--- src/hw/rtl/rcp_pkg.sv ---
// ---------------------------------------------------------------------------
// rcp_pkg
// Shared types and constants of the rotator command parser: field widths,
// ASCII codes, result kinds, command codes and the queue entry layout.
// ---------------------------------------------------------------------------
package rcp_pkg;

    localparam int BUFFER_BYTES = 32;
    localparam int COUNT_W      = $clog2(BUFFER_BYTES + 1);

    localparam int BYTE_W   = 8;
    localparam int AZ_IN_W  = 13;
    localparam int EL_IN_W  = 11;
    localparam int KIND_W   = 3;
    localparam int TARGET_W = 14;
    localparam int DEG_W    = 10;
    localparam int NUM_W    = 10;

    // x / 10 for x below 2**13 as (x * 52429) >> 19
    localparam int DIV10_MUL_W = 16;
    localparam logic [DIV10_MUL_W-1:0] DIV10_MUL = 16'd52429;
    localparam int DIV10_SHIFT = 19;
    localparam int DIV10_PROD_W = AZ_IN_W + DIV10_MUL_W;

    localparam int QUEUE_DEPTH = 4;
    localparam int QPTR_W      = $clog2(QUEUE_DEPTH);
    localparam int QCNT_W      = $clog2(QUEUE_DEPTH + 1);

    // reply byte sequencing
    localparam int STEP_W = 4;
    localparam logic [STEP_W-1:0] STEP_EL_BASE = 4'd7;
    localparam logic [STEP_W-1:0] STEP_AZ_END  = 4'd6;
    localparam logic [STEP_W-1:0] STEP_LAST    = 4'd13;

    // result kinds on the output channel
    localparam logic [KIND_W-1:0] KIND_REPLY    = 3'd0;
    localparam logic [KIND_W-1:0] KIND_STOP     = 3'd1;
    localparam logic [KIND_W-1:0] KIND_SET_AZ   = 3'd2;
    localparam logic [KIND_W-1:0] KIND_SET_BOTH = 3'd3;
    localparam logic [KIND_W-1:0] KIND_NONE     = 3'd4;

    // ascii
    localparam logic [BYTE_W-1:0] CH_TAB   = 8'h09;
    localparam logic [BYTE_W-1:0] CH_CR    = 8'h0d;
    localparam logic [BYTE_W-1:0] CH_SPACE = 8'h20;
    localparam logic [BYTE_W-1:0] CH_0     = 8'h30;
    localparam logic [BYTE_W-1:0] CH_2     = 8'h32;
    localparam logic [BYTE_W-1:0] CH_9     = 8'h39;
    localparam logic [BYTE_W-1:0] CH_EQ    = 8'h3d;
    localparam logic [BYTE_W-1:0] CH_A     = 8'h41;
    localparam logic [BYTE_W-1:0] CH_B     = 8'h42;
    localparam logic [BYTE_W-1:0] CH_C     = 8'h43;
    localparam logic [BYTE_W-1:0] CH_E     = 8'h45;
    localparam logic [BYTE_W-1:0] CH_L     = 8'h4c;
    localparam logic [BYTE_W-1:0] CH_M     = 8'h4d;
    localparam logic [BYTE_W-1:0] CH_S     = 8'h53;
    localparam logic [BYTE_W-1:0] CH_W     = 8'h57;
    localparam logic [BYTE_W-1:0] CH_Z     = 8'h5a;

    typedef enum logic [2:0] {
        CMD_STOP,
        CMD_REPLY_AZ,
        CMD_REPLY_EL,
        CMD_REPLY_BOTH,
        CMD_SET_AZ,
        CMD_SET_BOTH,
        CMD_NONE
    } t_cmd_kind;

    typedef enum logic [2:0] {
        PH_DONE,
        PH_SKIP_A,
        PH_DIGIT_A,
        PH_SKIP_B,
        PH_DIGIT_B
    } t_parse_phase;

    // val_a/val_b: degrees for replies, tenths for set commands
    typedef struct packed {
        t_cmd_kind             kind;
        logic [TARGET_W-1:0]   val_a;
        logic [TARGET_W-1:0]   val_b;
    } t_cmd;

endpackage

--- src/hw/rtl/rcp_in_if.sv ---
// ---------------------------------------------------------------------------
// rcp_in_if
// Input channel: one command byte per beat with position inputs.
// ---------------------------------------------------------------------------
interface rcp_in_if;
    logic                         valid;
    logic                         ready;
    logic [rcp_pkg::BYTE_W-1:0]   rx_byte;
    logic                         end_of_message;
    logic [rcp_pkg::AZ_IN_W-1:0]  current_az_ddeg;
    logic [rcp_pkg::EL_IN_W-1:0]  current_el_ddeg;

    modport source (
        output valid, rx_byte, end_of_message, current_az_ddeg, current_el_ddeg,
        input  ready
    );
    modport sink (
        input  valid, rx_byte, end_of_message, current_az_ddeg, current_el_ddeg,
        output ready
    );
endinterface

--- src/hw/rtl/rcp_out_if.sv ---
// ---------------------------------------------------------------------------
// rcp_out_if
// Output channel: one result per beat.
// ---------------------------------------------------------------------------
interface rcp_out_if;
    logic                          valid;
    logic                          ready;
    logic [rcp_pkg::KIND_W-1:0]    out_kind;
    logic [rcp_pkg::BYTE_W-1:0]    reply_byte;
    logic [rcp_pkg::TARGET_W-1:0]  target_az_ddeg;
    logic [rcp_pkg::TARGET_W-1:0]  target_el_ddeg;
    logic                          out_last;

    modport source (
        output valid, out_kind, reply_byte, target_az_ddeg, target_el_ddeg, out_last,
        input  ready
    );
    modport sink (
        input  valid, out_kind, reply_byte, target_az_ddeg, target_el_ddeg, out_last,
        output ready
    );
endinterface

--- src/hw/rtl/rcp_front.sv ---
// ---------------------------------------------------------------------------
// rcp_front
// Takes message bytes, keeps the command prefix, parses the decimal
// arguments on the fly and classifies the message on its final byte.
// ---------------------------------------------------------------------------
module rcp_front (
    input  logic           i_clk,
    input  logic           i_rst_n,
    rcp_in_if.sink         i_in,
    input  logic           i_q_full,
    output logic           o_push,
    output rcp_pkg::t_cmd  o_cmd
);
    import rcp_pkg::*;

    logic [COUNT_W-1:0] r_count, n_count, u_count;
    logic [BYTE_W-1:0]  r_b0, r_b1, r_b2, n_b0, n_b1, n_b2;
    t_parse_phase       r_phase, n_phase, u_phase;
    logic [NUM_W-1:0]   r_num_a, r_num_b, u_num_a, u_num_b;
    logic [1:0]         r_ndig, u_ndig;

    logic              acc;
    logic              keep;
    logic [BYTE_W-1:0] b;
    logic              is_dig;
    logic              is_ws;
    logic [3:0]        dval;
    logic [NUM_W-1:0]  acc_a, acc_b;

    logic [DIV10_PROD_W-1:0] az_prod, el_prod;

    function automatic logic [NUM_W-1:0] mul10_add(input logic [NUM_W-1:0] v,
                                                   input logic [3:0] d);
        logic [TARGET_W-1:0] w;
        w = (TARGET_W'(v) << 3) + (TARGET_W'(v) << 1) + TARGET_W'(d);
        return w[NUM_W-1:0];
    endfunction

    assign i_in.ready = ~i_q_full;
    assign acc    = i_in.valid & ~i_q_full;
    assign b      = i_in.rx_byte;
    assign keep   = acc && (r_count < COUNT_W'(BUFFER_BYTES));
    assign is_dig = b inside {[CH_0:CH_9]};
    assign is_ws  = b inside {CH_SPACE, [CH_TAB:CH_CR]};
    assign dval   = b[3:0];
    assign acc_a  = mul10_add(r_num_a, dval);
    assign acc_b  = mul10_add(r_num_b, dval);

    // kept prefix bytes and count, after this beat
    always_comb begin
        u_count = r_count;
        n_b0    = r_b0;
        n_b1    = r_b1;
        n_b2    = r_b2;
        if (keep) begin
            u_count = r_count + COUNT_W'(1);
            if (r_count == COUNT_W'(0)) n_b0 = b;
            if (r_count == COUNT_W'(1)) n_b1 = b;
            if (r_count == COUNT_W'(2)) n_b2 = b;
        end
    end

    // parser next state
    always_comb begin
        u_phase = r_phase;
        if (keep) begin
            if (r_count == COUNT_W'(0)) begin
                u_phase = (b == CH_M || b == CH_W) ? PH_SKIP_A : PH_DONE;
            end else begin
                case (r_phase)
                    PH_SKIP_A: begin
                        if (is_dig)      u_phase = PH_DIGIT_A;
                        else if (!is_ws) u_phase = PH_DONE;
                    end
                    PH_DIGIT_A: begin
                        if (is_dig) begin
                            if (r_ndig == 2'd2) u_phase = PH_SKIP_B;
                        end else if (is_ws) begin
                            u_phase = PH_SKIP_B;
                        end else begin
                            u_phase = PH_DONE;
                        end
                    end
                    PH_SKIP_B: begin
                        if (is_dig)      u_phase = PH_DIGIT_B;
                        else if (!is_ws) u_phase = PH_DONE;
                    end
                    PH_DIGIT_B: begin
                        if (!is_dig || r_ndig == 2'd2) u_phase = PH_DONE;
                    end
                    default: u_phase = PH_DONE;
                endcase
            end
        end
    end

    // parser data path
    always_comb begin
        u_num_a = r_num_a;
        u_num_b = r_num_b;
        u_ndig  = r_ndig;
        if (keep) begin
            if (r_count == COUNT_W'(0)) begin
                u_num_a = '0;
                u_num_b = '0;
                u_ndig  = '0;
            end else begin
                case (r_phase)
                    PH_SKIP_A: begin
                        if (is_dig) begin
                            u_num_a = NUM_W'(dval);
                            u_ndig  = 2'd1;
                        end
                    end
                    PH_DIGIT_A: begin
                        if (is_dig) begin
                            u_num_a = acc_a;
                            u_ndig  = r_ndig + 2'd1;
                        end
                    end
                    PH_SKIP_B: begin
                        if (is_dig) begin
                            u_num_b = NUM_W'(dval);
                            u_ndig  = 2'd1;
                        end
                    end
                    PH_DIGIT_B: begin
                        if (is_dig && r_ndig != 2'd3) begin
                            u_num_b = acc_b;
                            u_ndig  = r_ndig + 2'd1;
                        end
                    end
                    default: begin
                        u_ndig = r_ndig;
                    end
                endcase
            end
        end
    end

    // count restarts after the final byte
    always_comb begin
        n_count = u_count;
        n_phase = u_phase;
        if (acc && i_in.end_of_message) begin
            n_count = '0;
            n_phase = PH_DONE;
        end
    end

    always_ff @(posedge i_clk) begin
        if (!i_rst_n) begin
            r_count <= '0;
            r_phase <= PH_DONE;
        end else begin
            r_count <= n_count;
            r_phase <= n_phase;
        end
    end

    always_ff @(posedge i_clk) begin
        r_b0    <= n_b0;
        r_b1    <= n_b1;
        r_b2    <= n_b2;
        r_num_a <= u_num_a;
        r_num_b <= u_num_b;
        r_ndig  <= u_ndig;
    end

    // positions in whole degrees
    assign az_prod = DIV10_PROD_W'(i_in.current_az_ddeg) * DIV10_PROD_W'(DIV10_MUL);
    assign el_prod = DIV10_PROD_W'(i_in.current_el_ddeg) * DIV10_PROD_W'(DIV10_MUL);

    // classify on the final byte, first match wins
    always_comb begin
        o_cmd.kind  = CMD_NONE;
        o_cmd.val_a = TARGET_W'(az_prod[DIV10_SHIFT +: DEG_W]);
        o_cmd.val_b = TARGET_W'(el_prod[DIV10_SHIFT +: DEG_W]);
        if (u_count >= COUNT_W'(2) && n_b0 == CH_S && n_b1 == CH_CR) begin
            o_cmd.kind = CMD_STOP;
        end else if (u_count >= COUNT_W'(2) && n_b0 == CH_C && n_b1 == CH_CR) begin
            o_cmd.kind = CMD_REPLY_AZ;
        end else if (u_count >= COUNT_W'(2) && n_b0 == CH_B && n_b1 == CH_CR) begin
            o_cmd.kind = CMD_REPLY_EL;
        end else if (u_count >= COUNT_W'(3) && n_b0 == CH_C && n_b1 == CH_2
                     && n_b2 == CH_CR) begin
            o_cmd.kind = CMD_REPLY_BOTH;
        end else if (u_count >= COUNT_W'(5) && n_b0 == CH_M) begin
            o_cmd.kind  = CMD_SET_AZ;
            o_cmd.val_a = (TARGET_W'(u_num_a) << 3) + (TARGET_W'(u_num_a) << 1);
            o_cmd.val_b = '0;
        end else if (u_count >= COUNT_W'(9) && n_b0 == CH_W) begin
            o_cmd.kind  = CMD_SET_BOTH;
            o_cmd.val_a = (TARGET_W'(u_num_a) << 3) + (TARGET_W'(u_num_a) << 1);
            o_cmd.val_b = (TARGET_W'(u_num_b) << 3) + (TARGET_W'(u_num_b) << 1);
        end
    end

    assign o_push = acc & i_in.end_of_message;

endmodule

--- src/hw/rtl/rcp_queue.sv ---
// ---------------------------------------------------------------------------
// rcp_queue
// Short command queue between the parser and the reply sequencer.
// ---------------------------------------------------------------------------
module rcp_queue (
    input  logic           i_clk,
    input  logic           i_rst_n,
    input  logic           i_push,
    input  rcp_pkg::t_cmd  i_cmd,
    input  logic           i_pop,
    output logic           o_full,
    output logic           o_valid,
    output rcp_pkg::t_cmd  o_cmd
);
    import rcp_pkg::*;

    t_cmd              r_mem [QUEUE_DEPTH];
    logic [QPTR_W-1:0] r_wr, r_rd, n_wr, n_rd;
    logic [QCNT_W-1:0] r_cnt, n_cnt;
    logic              do_push, do_pop;

    assign o_full  = (r_cnt == QCNT_W'(QUEUE_DEPTH));
    assign o_valid = (r_cnt != '0);
    assign o_cmd   = r_mem[r_rd];
    assign do_push = i_push & ~o_full;
    assign do_pop  = i_pop & o_valid;

    always_comb begin
        n_wr  = do_push ? r_wr + QPTR_W'(1) : r_wr;
        n_rd  = do_pop ? r_rd + QPTR_W'(1) : r_rd;
        n_cnt = r_cnt;
        if (do_push && !do_pop)      n_cnt = r_cnt + QCNT_W'(1);
        else if (!do_push && do_pop) n_cnt = r_cnt - QCNT_W'(1);
    end

    always_ff @(posedge i_clk) begin
        if (!i_rst_n) begin
            r_wr  <= '0;
            r_rd  <= '0;
            r_cnt <= '0;
        end else begin
            r_wr  <= n_wr;
            r_rd  <= n_rd;
            r_cnt <= n_cnt;
        end
    end

    always_ff @(posedge i_clk) begin
        if (do_push) r_mem[r_wr] <= i_cmd;
    end

endmodule

--- src/hw/rtl/rcp_back.sv ---
// ---------------------------------------------------------------------------
// rcp_back
// Carries out queued commands: spells query replies one byte per beat,
// or gives the single stop, set or no-action result.
// ---------------------------------------------------------------------------
module rcp_back (
    input  logic           i_clk,
    input  logic           i_rst_n,
    input  logic           i_q_valid,
    input  rcp_pkg::t_cmd  i_q_cmd,
    output logic           o_q_pop,
    rcp_out_if.source      o_out
);
    import rcp_pkg::*;

    logic                r_out_valid;
    logic [KIND_W-1:0]   r_kind, n_kind;
    logic [BYTE_W-1:0]   r_byte, n_byte;
    logic [TARGET_W-1:0] r_az, r_el, n_az, n_el;
    logic                r_last, n_last;
    logic [STEP_W-1:0]   r_step;

    logic              adv;
    logic [STEP_W-1:0] eff;
    logic [DEG_W-1:0]  deg;
    logic [11:0]       bcd;

    // 3 bcd digits of a value below 1000 by compare and subtract
    function automatic logic [11:0] to_bcd(input logic [DEG_W-1:0] v);
        logic [DEG_W-1:0] r;
        logic [3:0]       h, t;
        r = v;
        h = '0;
        t = '0;
        for (int i = 3; i >= 0; i--) begin
            if (r >= (DEG_W'(100) << i)) begin
                r    = r - (DEG_W'(100) << i);
                h[i] = 1'b1;
            end
        end
        for (int i = 3; i >= 0; i--) begin
            if (r >= (DEG_W'(10) << i)) begin
                r    = r - (DEG_W'(10) << i);
                t[i] = 1'b1;
            end
        end
        return {h, t, r[3:0]};
    endfunction

    assign adv      = ~r_out_valid | o_out.ready;
    // an elevation-only reply runs the second half of the combined sequence
    assign eff = r_step + ((i_q_cmd.kind == CMD_REPLY_EL) ? STEP_EL_BASE : STEP_W'(0));
    assign deg = (eff < STEP_EL_BASE) ? i_q_cmd.val_a[DEG_W-1:0] : i_q_cmd.val_b[DEG_W-1:0];
    assign bcd = to_bcd(deg);

    always_comb begin
        n_kind = KIND_NONE;
        n_byte = '0;
        n_az   = '0;
        n_el   = '0;
        n_last = 1'b1;
        case (i_q_cmd.kind)
            CMD_STOP:     n_kind = KIND_STOP;
            CMD_SET_AZ: begin
                n_kind = KIND_SET_AZ;
                n_az   = i_q_cmd.val_a;
            end
            CMD_SET_BOTH: begin
                n_kind = KIND_SET_BOTH;
                n_az   = i_q_cmd.val_a;
                n_el   = i_q_cmd.val_b;
            end
            CMD_REPLY_AZ, CMD_REPLY_EL, CMD_REPLY_BOTH: begin
                n_kind = KIND_REPLY;
                n_last = (eff == STEP_LAST)
                         || (i_q_cmd.kind == CMD_REPLY_AZ && eff == STEP_AZ_END);
                case (eff)
                    4'd0:    n_byte = CH_A;
                    4'd1:    n_byte = CH_Z;
                    4'd2:    n_byte = CH_EQ;
                    4'd3:    n_byte = CH_0 | {4'h0, bcd[11:8]};
                    4'd4:    n_byte = CH_0 | {4'h0, bcd[7:4]};
                    4'd5:    n_byte = CH_0 | {4'h0, bcd[3:0]};
                    4'd6:    n_byte = (i_q_cmd.kind == CMD_REPLY_AZ) ? CH_CR : CH_SPACE;
                    4'd7:    n_byte = CH_E;
                    4'd8:    n_byte = CH_L;
                    4'd9:    n_byte = CH_EQ;
                    4'd10:   n_byte = CH_0 | {4'h0, bcd[11:8]};
                    4'd11:   n_byte = CH_0 | {4'h0, bcd[7:4]};
                    4'd12:   n_byte = CH_0 | {4'h0, bcd[3:0]};
                    default: n_byte = CH_CR;
                endcase
            end
            default:      n_kind = KIND_NONE;
        endcase
    end

    assign o_q_pop = adv & i_q_valid & n_last;

    always_ff @(posedge i_clk) begin
        if (!i_rst_n) begin
            r_out_valid <= 1'b0;
            r_step      <= '0;
        end else if (adv) begin
            r_out_valid <= i_q_valid;
            if (i_q_valid) begin
                r_step <= n_last ? STEP_W'(0) : r_step + STEP_W'(1);
            end
        end
    end

    always_ff @(posedge i_clk) begin
        if (adv && i_q_valid) begin
            r_kind <= n_kind;
            r_byte <= n_byte;
            r_az   <= n_az;
            r_el   <= n_el;
            r_last <= n_last;
        end
    end

    assign o_out.valid          = r_out_valid;
    assign o_out.out_kind       = r_kind;
    assign o_out.reply_byte     = r_byte;
    assign o_out.target_az_ddeg = r_az;
    assign o_out.target_el_ddeg = r_el;
    assign o_out.out_last       = r_last;

endmodule

--- src/hw/rtl/rotator_command_parser_core.sv ---
// ---------------------------------------------------------------------------
// rotator_command_parser_core
// GS-232 style command parser for an antenna rotator controller.
// ---------------------------------------------------------------------------
// Command bytes are taken one per cycle. The parser keeps the first bytes
// of each message and reads the decimal arguments as they stream in, so a
// message is classified on its final beat and handed to a four-entry
// command queue. The reply sequencer drains that queue at one result per
// cycle while the output is ready, through its output register: a query
// gives 7 (C, B) or 14 (C2) reply beats, every other message exactly one
// result. The input stalls only while the command queue is full, which
// happens when replies pile up faster than the output side takes them.
module rotator_command_parser_core (
    input  logic       i_clk,
    input  logic       i_rst_n,
    rcp_in_if.sink     i_in,
    rcp_out_if.source  o_out
);
    import rcp_pkg::*;

    logic q_full;
    logic q_push;
    logic q_valid;
    logic q_pop;
    t_cmd push_cmd;
    t_cmd head_cmd;

    rcp_front u_front (
        .i_clk    (i_clk),
        .i_rst_n  (i_rst_n),
        .i_in     (i_in),
        .i_q_full (q_full),
        .o_push   (q_push),
        .o_cmd    (push_cmd)
    );

    rcp_queue u_queue (
        .i_clk   (i_clk),
        .i_rst_n (i_rst_n),
        .i_push  (q_push),
        .i_cmd   (push_cmd),
        .i_pop   (q_pop),
        .o_full  (q_full),
        .o_valid (q_valid),
        .o_cmd   (head_cmd)
    );

    rcp_back u_back (
        .i_clk     (i_clk),
        .i_rst_n   (i_rst_n),
        .i_q_valid (q_valid),
        .i_q_cmd   (head_cmd),
        .o_q_pop   (q_pop),
        .o_out     (o_out)
    );

endmodule

--- src/flat_wrapper.sv ---
// flat-port wrapper written by rule: the top's interface ports become plain ports
module rotator_command_parser_core_flat import rcp_pkg::*;
  (i_clk, i_rst_n, i_in_valid, i_in_rx_byte, i_in_end_of_message, i_in_current_az_ddeg, i_in_current_el_ddeg, i_in_ready, o_out_valid, o_out_out_kind, o_out_reply_byte, o_out_target_az_ddeg, o_out_target_el_ddeg, o_out_out_last, o_out_ready);
  rcp_in_if i_in_i ();
  rcp_out_if o_out_i ();
  input  logic i_clk;
  input  logic i_rst_n;
  input wire logic [$bits(i_in_i.valid)-1:0] i_in_valid;
  input wire logic [$bits(i_in_i.rx_byte)-1:0] i_in_rx_byte;
  input wire logic [$bits(i_in_i.end_of_message)-1:0] i_in_end_of_message;
  input wire logic [$bits(i_in_i.current_az_ddeg)-1:0] i_in_current_az_ddeg;
  input wire logic [$bits(i_in_i.current_el_ddeg)-1:0] i_in_current_el_ddeg;
  output wire logic [$bits(i_in_i.ready)-1:0] i_in_ready;
  output wire logic [$bits(o_out_i.valid)-1:0] o_out_valid;
  output wire logic [$bits(o_out_i.out_kind)-1:0] o_out_out_kind;
  output wire logic [$bits(o_out_i.reply_byte)-1:0] o_out_reply_byte;
  output wire logic [$bits(o_out_i.target_az_ddeg)-1:0] o_out_target_az_ddeg;
  output wire logic [$bits(o_out_i.target_el_ddeg)-1:0] o_out_target_el_ddeg;
  output wire logic [$bits(o_out_i.out_last)-1:0] o_out_out_last;
  input wire logic [$bits(o_out_i.ready)-1:0] o_out_ready;
  assign i_in_i.valid = i_in_valid;
  assign i_in_i.rx_byte = i_in_rx_byte;
  assign i_in_i.end_of_message = i_in_end_of_message;
  assign i_in_i.current_az_ddeg = i_in_current_az_ddeg;
  assign i_in_i.current_el_ddeg = i_in_current_el_ddeg;
  assign i_in_ready = i_in_i.ready;
  assign o_out_valid = o_out_i.valid;
  assign o_out_out_kind = o_out_i.out_kind;
  assign o_out_reply_byte = o_out_i.reply_byte;
  assign o_out_target_az_ddeg = o_out_i.target_az_ddeg;
  assign o_out_target_el_ddeg = o_out_i.target_el_ddeg;
  assign o_out_out_last = o_out_i.out_last;
  assign o_out_i.ready = o_out_ready;
  rotator_command_parser_core u_core (.i_clk(i_clk), .i_rst_n(i_rst_n), .i_in(i_in_i), .o_out(o_out_i));
endmodule
--- config.mk ---
export PLATFORM = sky130hd
export DESIGN_NAME = rotator_command_parser_core_flat
export DESIGN_NICKNAME = d
export VERILOG_FILES = /design/src/hw/rtl/rcp_pkg.sv /design/src/hw/rtl/rcp_in_if.sv /design/src/hw/rtl/rcp_out_if.sv /design/src/hw/rtl/rcp_front.sv /design/src/hw/rtl/rcp_queue.sv /design/src/hw/rtl/rcp_back.sv /design/src/hw/rtl/rotator_command_parser_core.sv /design/src/flat_wrapper.sv
export SDC_FILE = /design/constraint.sdc
export NUM_CORES = 1
export LEC_CHECK = 0
export ABC_CLOCK_PERIOD_IN_PS = 21200
export CORE_MARGIN = 2
export CORE_UTILIZATION = 60
export DETAILED_ROUTE_END_ITERATION = 12
export DONT_BUFFER_PORTS = 1
export GPL_ROUTABILITY_DRIVEN = 0
export HOLD_SLACK_MARGIN = 0.12
export PLACE_DENSITY = 0.84
export SYNTH_ARGS = -nofsm -noshare
export SYNTH_HDL_FRONTEND = slang
export SYNTH_SLANG_ARGS = --single-unit
--- constraint.sdc ---
create_clock -name i_clk -period 21.2 [get_ports i_clk]
set_input_delay 4.24 -clock i_clk [delete_from_list [all_inputs] [get_ports i_clk]]
set_output_delay 4.24 -clock i_clk [all_outputs]
set_load 0.02 [all_outputs]
==> flow_summary.toml, run 1 <==
[finish]
diodes = 0
fin_area_mm2 = 0.01955
fill_cells = 2136
final_util_pct = 64.43
area_delta_synth_final_pct = 6.451
fin_nets = 2018
drive_above_1_share_pct = 9.994

[synth]
ys_types = 109
synth_edf_count = 165
avgSynthCellArea_um2 = 10.94
ys_seq_elements = 232
syn_nets = 2033
synthArstFlopShare_pct = 0
synthCells = 1679
synthTopCellsByArea = "edfxtp_1 (27%), ha_1 (15%), fa_1 (10%)"
synth_top_area_share_pct = 26.98
ys_seq_area_share_pct = 34.28
ys.flop_type = "edfxtp_1"
syn-cell-area_mm2 = 0.01837
ys_warn_count = 0
yosys.area.top_type = "edfxtp_1"

[timing]
slew_violations = 0
final.setup_skew_ns = 0.01829
final.min_clock_period_ns = 13.21
slew_headroom_pct = 23.05
hold_viol = 0
timing.hold.ws_ns = 0.4508
worst_slew_pin_slew_ns = 1.152
fin_crit_sh_pct = 62.33
fmax_ghz = 0.07568
fin_tns_setup_ns = 0
rsz0062_at_grt = "no"
setup_viol = 0

[worst_setup_path]
ff2ff_path_depth = 48
ff2ff_setup_slack_ns = 7.99
path_class = "flip-flop to flip-flop"
path_common_cell = "ha_1"
cpPeakStageDelay_ns = 0.79
crit_path_start_kind = "flip-flop"
cpMaxStageDelayCell = "mux2i_1"
timing.rr.end = "u_core.u_back.o_out.reply_byte[2]"
cp_data_arrival_time_ns = 13.46
path_max_fanout = 31
cp-end-kind = "flip-flop"
required_ns = 21.44

[route]
first_pass_iters = 5
ant_nets = 0
num_vias = 12980
drc_errors = 0
post_drt_wl_per_cell_um = 19.24
finalWirelength_um = 39970
initialDrtViolationCount = 1023
avgViaCountPerCell = 6.250

[floorplanning]
std_cell_rows = 64
dieArea_mm2 = 0.03203
die_height_um = 179.0
initial_utilization_pct = 60.52
die_w_um = 179.0
coreArea_mm2 = 0.03035
io-pin-count = 79

[clocking]
cts_max_level = 1
clock_tree.root_cell = "clkbuf_16"
cts_buffers = 24
cts.sinks = 232
clkTransAtPathRegs_ns = 0.06
ctsLongestPathBuffers = 3
ctsResizeCount = 0
insertion_delay_ns = 0.53
cts_setup_buffers = 0
ctsHoldBuffers = 0
cts_tree = "done"

[global_route]
antenna_found_initial = 0
grt_max_degree = 46
grt_overflow = 0
grt_pass1_wl_um = 65320
grt_pass1_vias = 13290
track_usage_pct = 25.37

[min_path]
hold_start = "u_core.u_front.r_b0[7]"
holdPathStages = 2
hp-class = "flip-flop to flip-flop"
min_to = "u_core.u_front.r_b0[7]"

[placed_design]
hpwlAfterDp_um = 29980
place_area_mm2 = 0.01871
portBuffers = 0

[job]
max-cap-violations = 0

[run_status]
status = "complete, no violations"
==> worst max path at each step <==
stage | startpoint | end | slack [ns] | cells past startpoint
finish | flip-flop | u_core.u_back.o_out.reply_byte[2] | 7.99 | 48
global route | flip-flop | u_core.u_back.o_out.reply_byte[2] | 6.97 | 48
CTS | flip-flop | u_core.u_back.o_out.reply_byte[2] | 8.18 | 48
detailed placement | flip-flop | u_core.u_back.o_out.reply_byte[2] | 8.31 | 48
global placement | flip-flop | u_core.u_back.o_out.reply_byte[2] | 9.03 | 48
floorplan | flip-flop | u_core.u_back.o_out.reply_byte[2] | 10.17 | 52
==> layer usage <==
layer	up-vias	routed length [um]	share of wire, %	GRT usage [%]
met5	-	0	0	0
met4	0	1221	3.1	7.927
met3	122	2516	6.3	3.287
met2	562	19940	50	44.71
met1	6283	16290	41	32.46
li1	6015	-	-	-
==> registers in the layout, indices dropped and copies added (netlist names), named ones only <==
signal / cells
u_core.u_back.o_out.out_last: 1
u_core.u_front.r_num_b: 10
u_core.u_front.r_count: 6
u_core.u_back.o_out.reply_byte: 7
u_core.u_back.r_step: 4
u_core.u_back.o_out.target_az_ddeg: 14
u_core.u_queue.r_cnt: 3
u_core.u_back.o_out.target_el_ddeg: 14
u_core.u_front.r_b2: 8
u_core.u_front.r_phase: 3
u_core.u_queue.r_mem: 124
u_core.u_front.r_ndig: 2
u_core.u_front.r_b0: 8
u_core.u_back.o_out.out_kind: 3
u_core.u_queue.r_wr: 2
u_core.u_front.r_b1: 8
u_core.u_back.o_out.valid: 1
u_core.u_queue.r_rd: 2
u_core.u_front.r_num_a: 10
==> cell usage after synthesis, types with 6 or more instances <==
library cell,number
ha_1,223
inv_1,195
edfxtp_1,165
fa_1,94
nand2_1,88
nor2_1,87
a21oi_1,70
dfxtp_1,67
o21ai_0,53
a21o_1,45
xnor2_1,44
clkbuf_1,34
and2_1,33
mux4_2,31
nand3_1,29
xor2_1,28
nor3_1,27
and3_1,26
mux2i_1,22
nor2b_1,19
mux2_2,18
nand2b_1,17
nand4_1,15
a22o_1,11
o21bai_1,11
a31oi_1,10
o211ai_1,10
or2_2,9
a22oi_1,8
nor4_1,8
o22ai_1,8
or3_1,7
a211oi_2,6
o31ai_1,6
==> area by class of cell <==
| cell class | count | area (um2) | area share (%) |
|---|---|---|---|
| multi-input cells | 1202 | 11120 | 56.90 |
| flip-flops and latches | 232 | 6297 | 32.21 |
| inverters | 196 | 738.2 | 3.776 |
| clock buffers | 27 | 621.8 | 3.180 |
| well taps | 396 | 495.5 | 2.534 |
| clock inverters | 16 | 215.2 | 1.101 |
| repair buffers | 8 | 60.06 | 0.3072 |
==> placed cells by master (no fill, tap or decap), drive strengths merged, types with 12 or more instances in the layout <==
| master | synthesis | layout |
|---|---|---|
| ha | 223 | 223 |
| inv | 196 | 198 |
| edfxtp | 165 | 165 |
| fa | 94 | 94 |
| nand2 | 91 | 91 |
| nor2 | 88 | 88 |
| a21oi | 75 | 75 |
| dfxtp | 67 | 67 |
| o21ai | 59 | 59 |
| a21o | 45 | 45 |
| xnor2 | 45 | 45 |
| and2 | 33 | 33 |
| mux4 | 31 | 31 |
| nand3 | 30 | 30 |
| xor2 | 30 | 30 |
| nor3 | 29 | 29 |
| clkbuf | 34 | 27 |
| mux2i | 27 | 27 |
| and3 | 26 | 26 |
| mux2 | 22 | 22 |
| nor2b | 19 | 19 |
| nand2b | 17 | 17 |
| nand4 | 15 | 15 |
| or2 | 13 | 13 |
| a22o | 12 | 12 |
==> logic make-up (layout without fill, tap and decap cells) <==
kind of cell / count (synthesis) / in the layout / synth area share, %
AND/OR/NAND/NOR: 397 / 397 / 11.23
AO/OA/AOI/OAI: 331 / 331 / 13.10
adder cells (fa/ha/maj): 318 / 318 / 25.49
buffers and inverters: 245 / 247 / 5.232
flip-flops: 232 / 232 / 34.28
multiplexers: 80 / 80 / 6.948
XOR/XNOR: 75 / 75 / 3.699
other: 1 / 1 / 0.02042
==> per-stage QoR <==
| step | cells | setup slack [ns] |
|---|---|---|
| 2_1_floorplan | 1679 | 10.17 |
| 3_3_place_gp | 2034 | 9.034 |
| 3_5_place_dp | 2034 | 8.312 |
| 4_1_cts | 2077 | 8.185 |
| 5_1_grt | 2077 | 6.974 |
| 6_report | 2077 | 7.987 |
==> worst max-delay path: cells and delay by family, from the launching register on <==
family | cells | cell delay, ns
adders and majority gates | 8 | 2.40
buffers and inverters | 4 | 0.67
and+or+nand+nor | 15 | 3.14
xor gates and xnor gates | 2 | 0.43
DFF | 1 | 0.31
AOI/OAI and AO/OA | 16 | 3.91
muxes | 3 | 2.05
Power of run 1 is left out: the tool's default activity adds up to more than one toggle a clock period on the data nets, which glitch-free logic cannot reach.
==> run 2: changes to the inputs <==
--- a/config.mk
+++ b/config.mk
@@ -5,7 +5,7 @@
 export SDC_FILE = /design/constraint.sdc
 export NUM_CORES = 1
 export LEC_CHECK = 0
-export ABC_CLOCK_PERIOD_IN_PS = 21200
+export ABC_CLOCK_PERIOD_IN_PS = 12450
 export CORE_MARGIN = 2
 export CORE_UTILIZATION = 60
 export DETAILED_ROUTE_END_ITERATION = 12
==> constraint.sdc (replaced) <==
create_clock -name i_clk -period 12.45 [get_ports i_clk]
set_input_delay 2.49 -clock i_clk [delete_from_list [all_inputs] [get_ports i_clk]]
set_output_delay 2.49 -clock i_clk [all_outputs]
set_load 0.02 [all_outputs]
==> run 2 against run 1 <==
Register-to-register slack worse by 7.2 ns. Non-clock buffer count is 7 higher. Cell area is 0.12% lower. First-iteration DRC count is 20% higher.
==> flow_summary.toml, run 2 (synthesized netlist as in run 1, its figures left out) <==
[run_status]
status = "complete, no violations"

[timing]
final.min_clock_period_ns = 11.62
slew_violations = 0
rsz0062_at_grt = "no"
final.setup_skew_ns = 0.02161
setup_viol = 0
fin_crit_sh_pct = 93.31
slew_headroom_pct = 27.87
fin_tns_setup_ns = 0
worst_slew_pin_slew_ns = 1.080
hold_viol = 0
fmax_ghz = 0.08608

[job]
max-cap-violations = 0

[clocking]
cts.sinks = 232
cts_max_level = 1
ctsLongestPathBuffers = 3
insertion_delay_ns = 0.53
cts_tree = "done"
clock_tree.root_cell = "clkbuf_16"
clkTransAtPathRegs_ns = 0.06
cts_buffers = 23

[min_path]
hp-class = "flip-flop to flip-flop"

[route]
drc_errors = 0
first_pass_iters = 5
ant_nets = 0
post_drt_wl_per_cell_um = 19.45
finalWirelength_um = 40500
num_vias = 13000
initialDrtViolationCount = 1232
avgViaCountPerCell = 6.245

[placed_design]
portBuffers = 0
place_area_mm2 = 0.01875
hpwlAfterDp_um = 30860

[finish]
largest_reg_flops = 124
drive_above_1_share_pct = 10.50
layout_commonest_cell = "ha_1"
fin_area_mm2 = 0.01953
top_register = "u_core.u_queue.r_mem"
fill_cells = 2201
diodes = 0
final_cell_mix = "ha_1 (222), inv_1 (195), edfxtp_1 (165)"
area_delta_synth_final_pct = 6.328
fin_nets = 2024

[global_route]
antenna_found_initial = 1
grt_overflow = 0
track_usage_pct = 25.57
grt_pass1_vias = 13150
grt_pass1_wl_um = 65290
grt_max_degree = 46

[floorplanning]
die_w_um = 179.0
initial_utilization_pct = 60.52
die_height_um = 179.0
std_cell_rows = 64
io-pin-count = 79
dieArea_mm2 = 0.03203
coreArea_mm2 = 0.03035

[worst_setup_path]
cpPeakStageDelay_ns = 0.62
cpMaxStageDelayCell = "mux4_2"
path_max_fanout = 16
cp-end-kind = "flip-flop"
cp_data_arrival_time_ns = 11.85
path_class = "flip-flop to flip-flop"
crit_path_start_kind = "flip-flop"
required_ns = 12.68
path_common_cell = "ha_1"
## run 2: cell count changes in the layout (fill, tap and decap cells not counted), sizes merged
cell	change
buf	+7
inv	-1
bufinv	-4
clkbuf	+1
clkinvlp	-1
clkinv	+3
## run 2: cell type report
type | count | area [um2] | area share, %
clock inverter | 13 | 76.32 | 0.3908
inverter | 196 | 738.2 | 3.780
sequential | 232 | 6297 | 32.24
timing repair buffer | 15 | 112.6 | 0.5766
clock buffer | 28 | 614.3 | 3.146
multi-input combinational | 1202 | 11200 | 57.33
tap | 396 | 495.5 | 2.537
## run 2: critical path: cells and delay by family, from the launching register on
family	cells	cell delay, ns
buffers and inverters	4	0.46
XOR/XNOR	4	1.09
AND/OR/NAND/NOR	13	2.51
AO/OA/AOI/OAI	16	3.88
multiplexers	2	0.95
adder cells (fa/ha/maj)	8	2.08
flip-flops	1	0.35
## run 2: stage by stage
step	util (%)	cells	worst slack, ns	hold WS (ns)
final	64.35	2082	0.8331	0.4611
after global routing	64.35	2082	0.04662	0.4835
after CTS	64.06	2080	0.03219	0.4617
after detailed placement	61.78	2039	0.2101	0.4449
after global placement	61.78	2039	0.7600	0.4304
after floorplan	-	1679	1.425	0.4189
## run 2: final timing paths
kind,startpoint,end,slack [ns],cells after the start
setup / recovery,flip-flop,u_core.u_back.o_out.reply_byte[2],0.83,47
hold / removal,u_core.u_front.r_b0[7],u_core.u_front.r_b0[7],0.46,2
setup reg to reg,flip-flop,u_core.u_back.o_out.reply_byte[2],0.83,47
hold reg to reg,u_core.u_front.r_b0[7],u_core.u_front.r_b0[7],0.46,2
## run 2: per-layer routing
| metal | wire length, um | share of wire (%) | up-vias | track usage [%] |
|---|---|---|---|---|
| li1 | - | - | 6026 | - |
| met1 | 16340 | 40 | 6380 | 32.15 |
| met2 | 20370 | 50 | 509 | 45.40 |
| met3 | 2766 | 6.8 | 85 | 3.986 |
| met4 | 1006 | 2.5 | 2 | 7.554 |
| met5 | 18 | 0.044 | - | 0 |
## run 2: repair_timing
item | 4_1_cts | 5_1_grt
setup endpoints to repair | 0 | 4
hold buffers | 0 | 0
setup buffers | 0 | 1
gates resized for setup | 0 | 14
Power of run 2 is left out for the same reason.
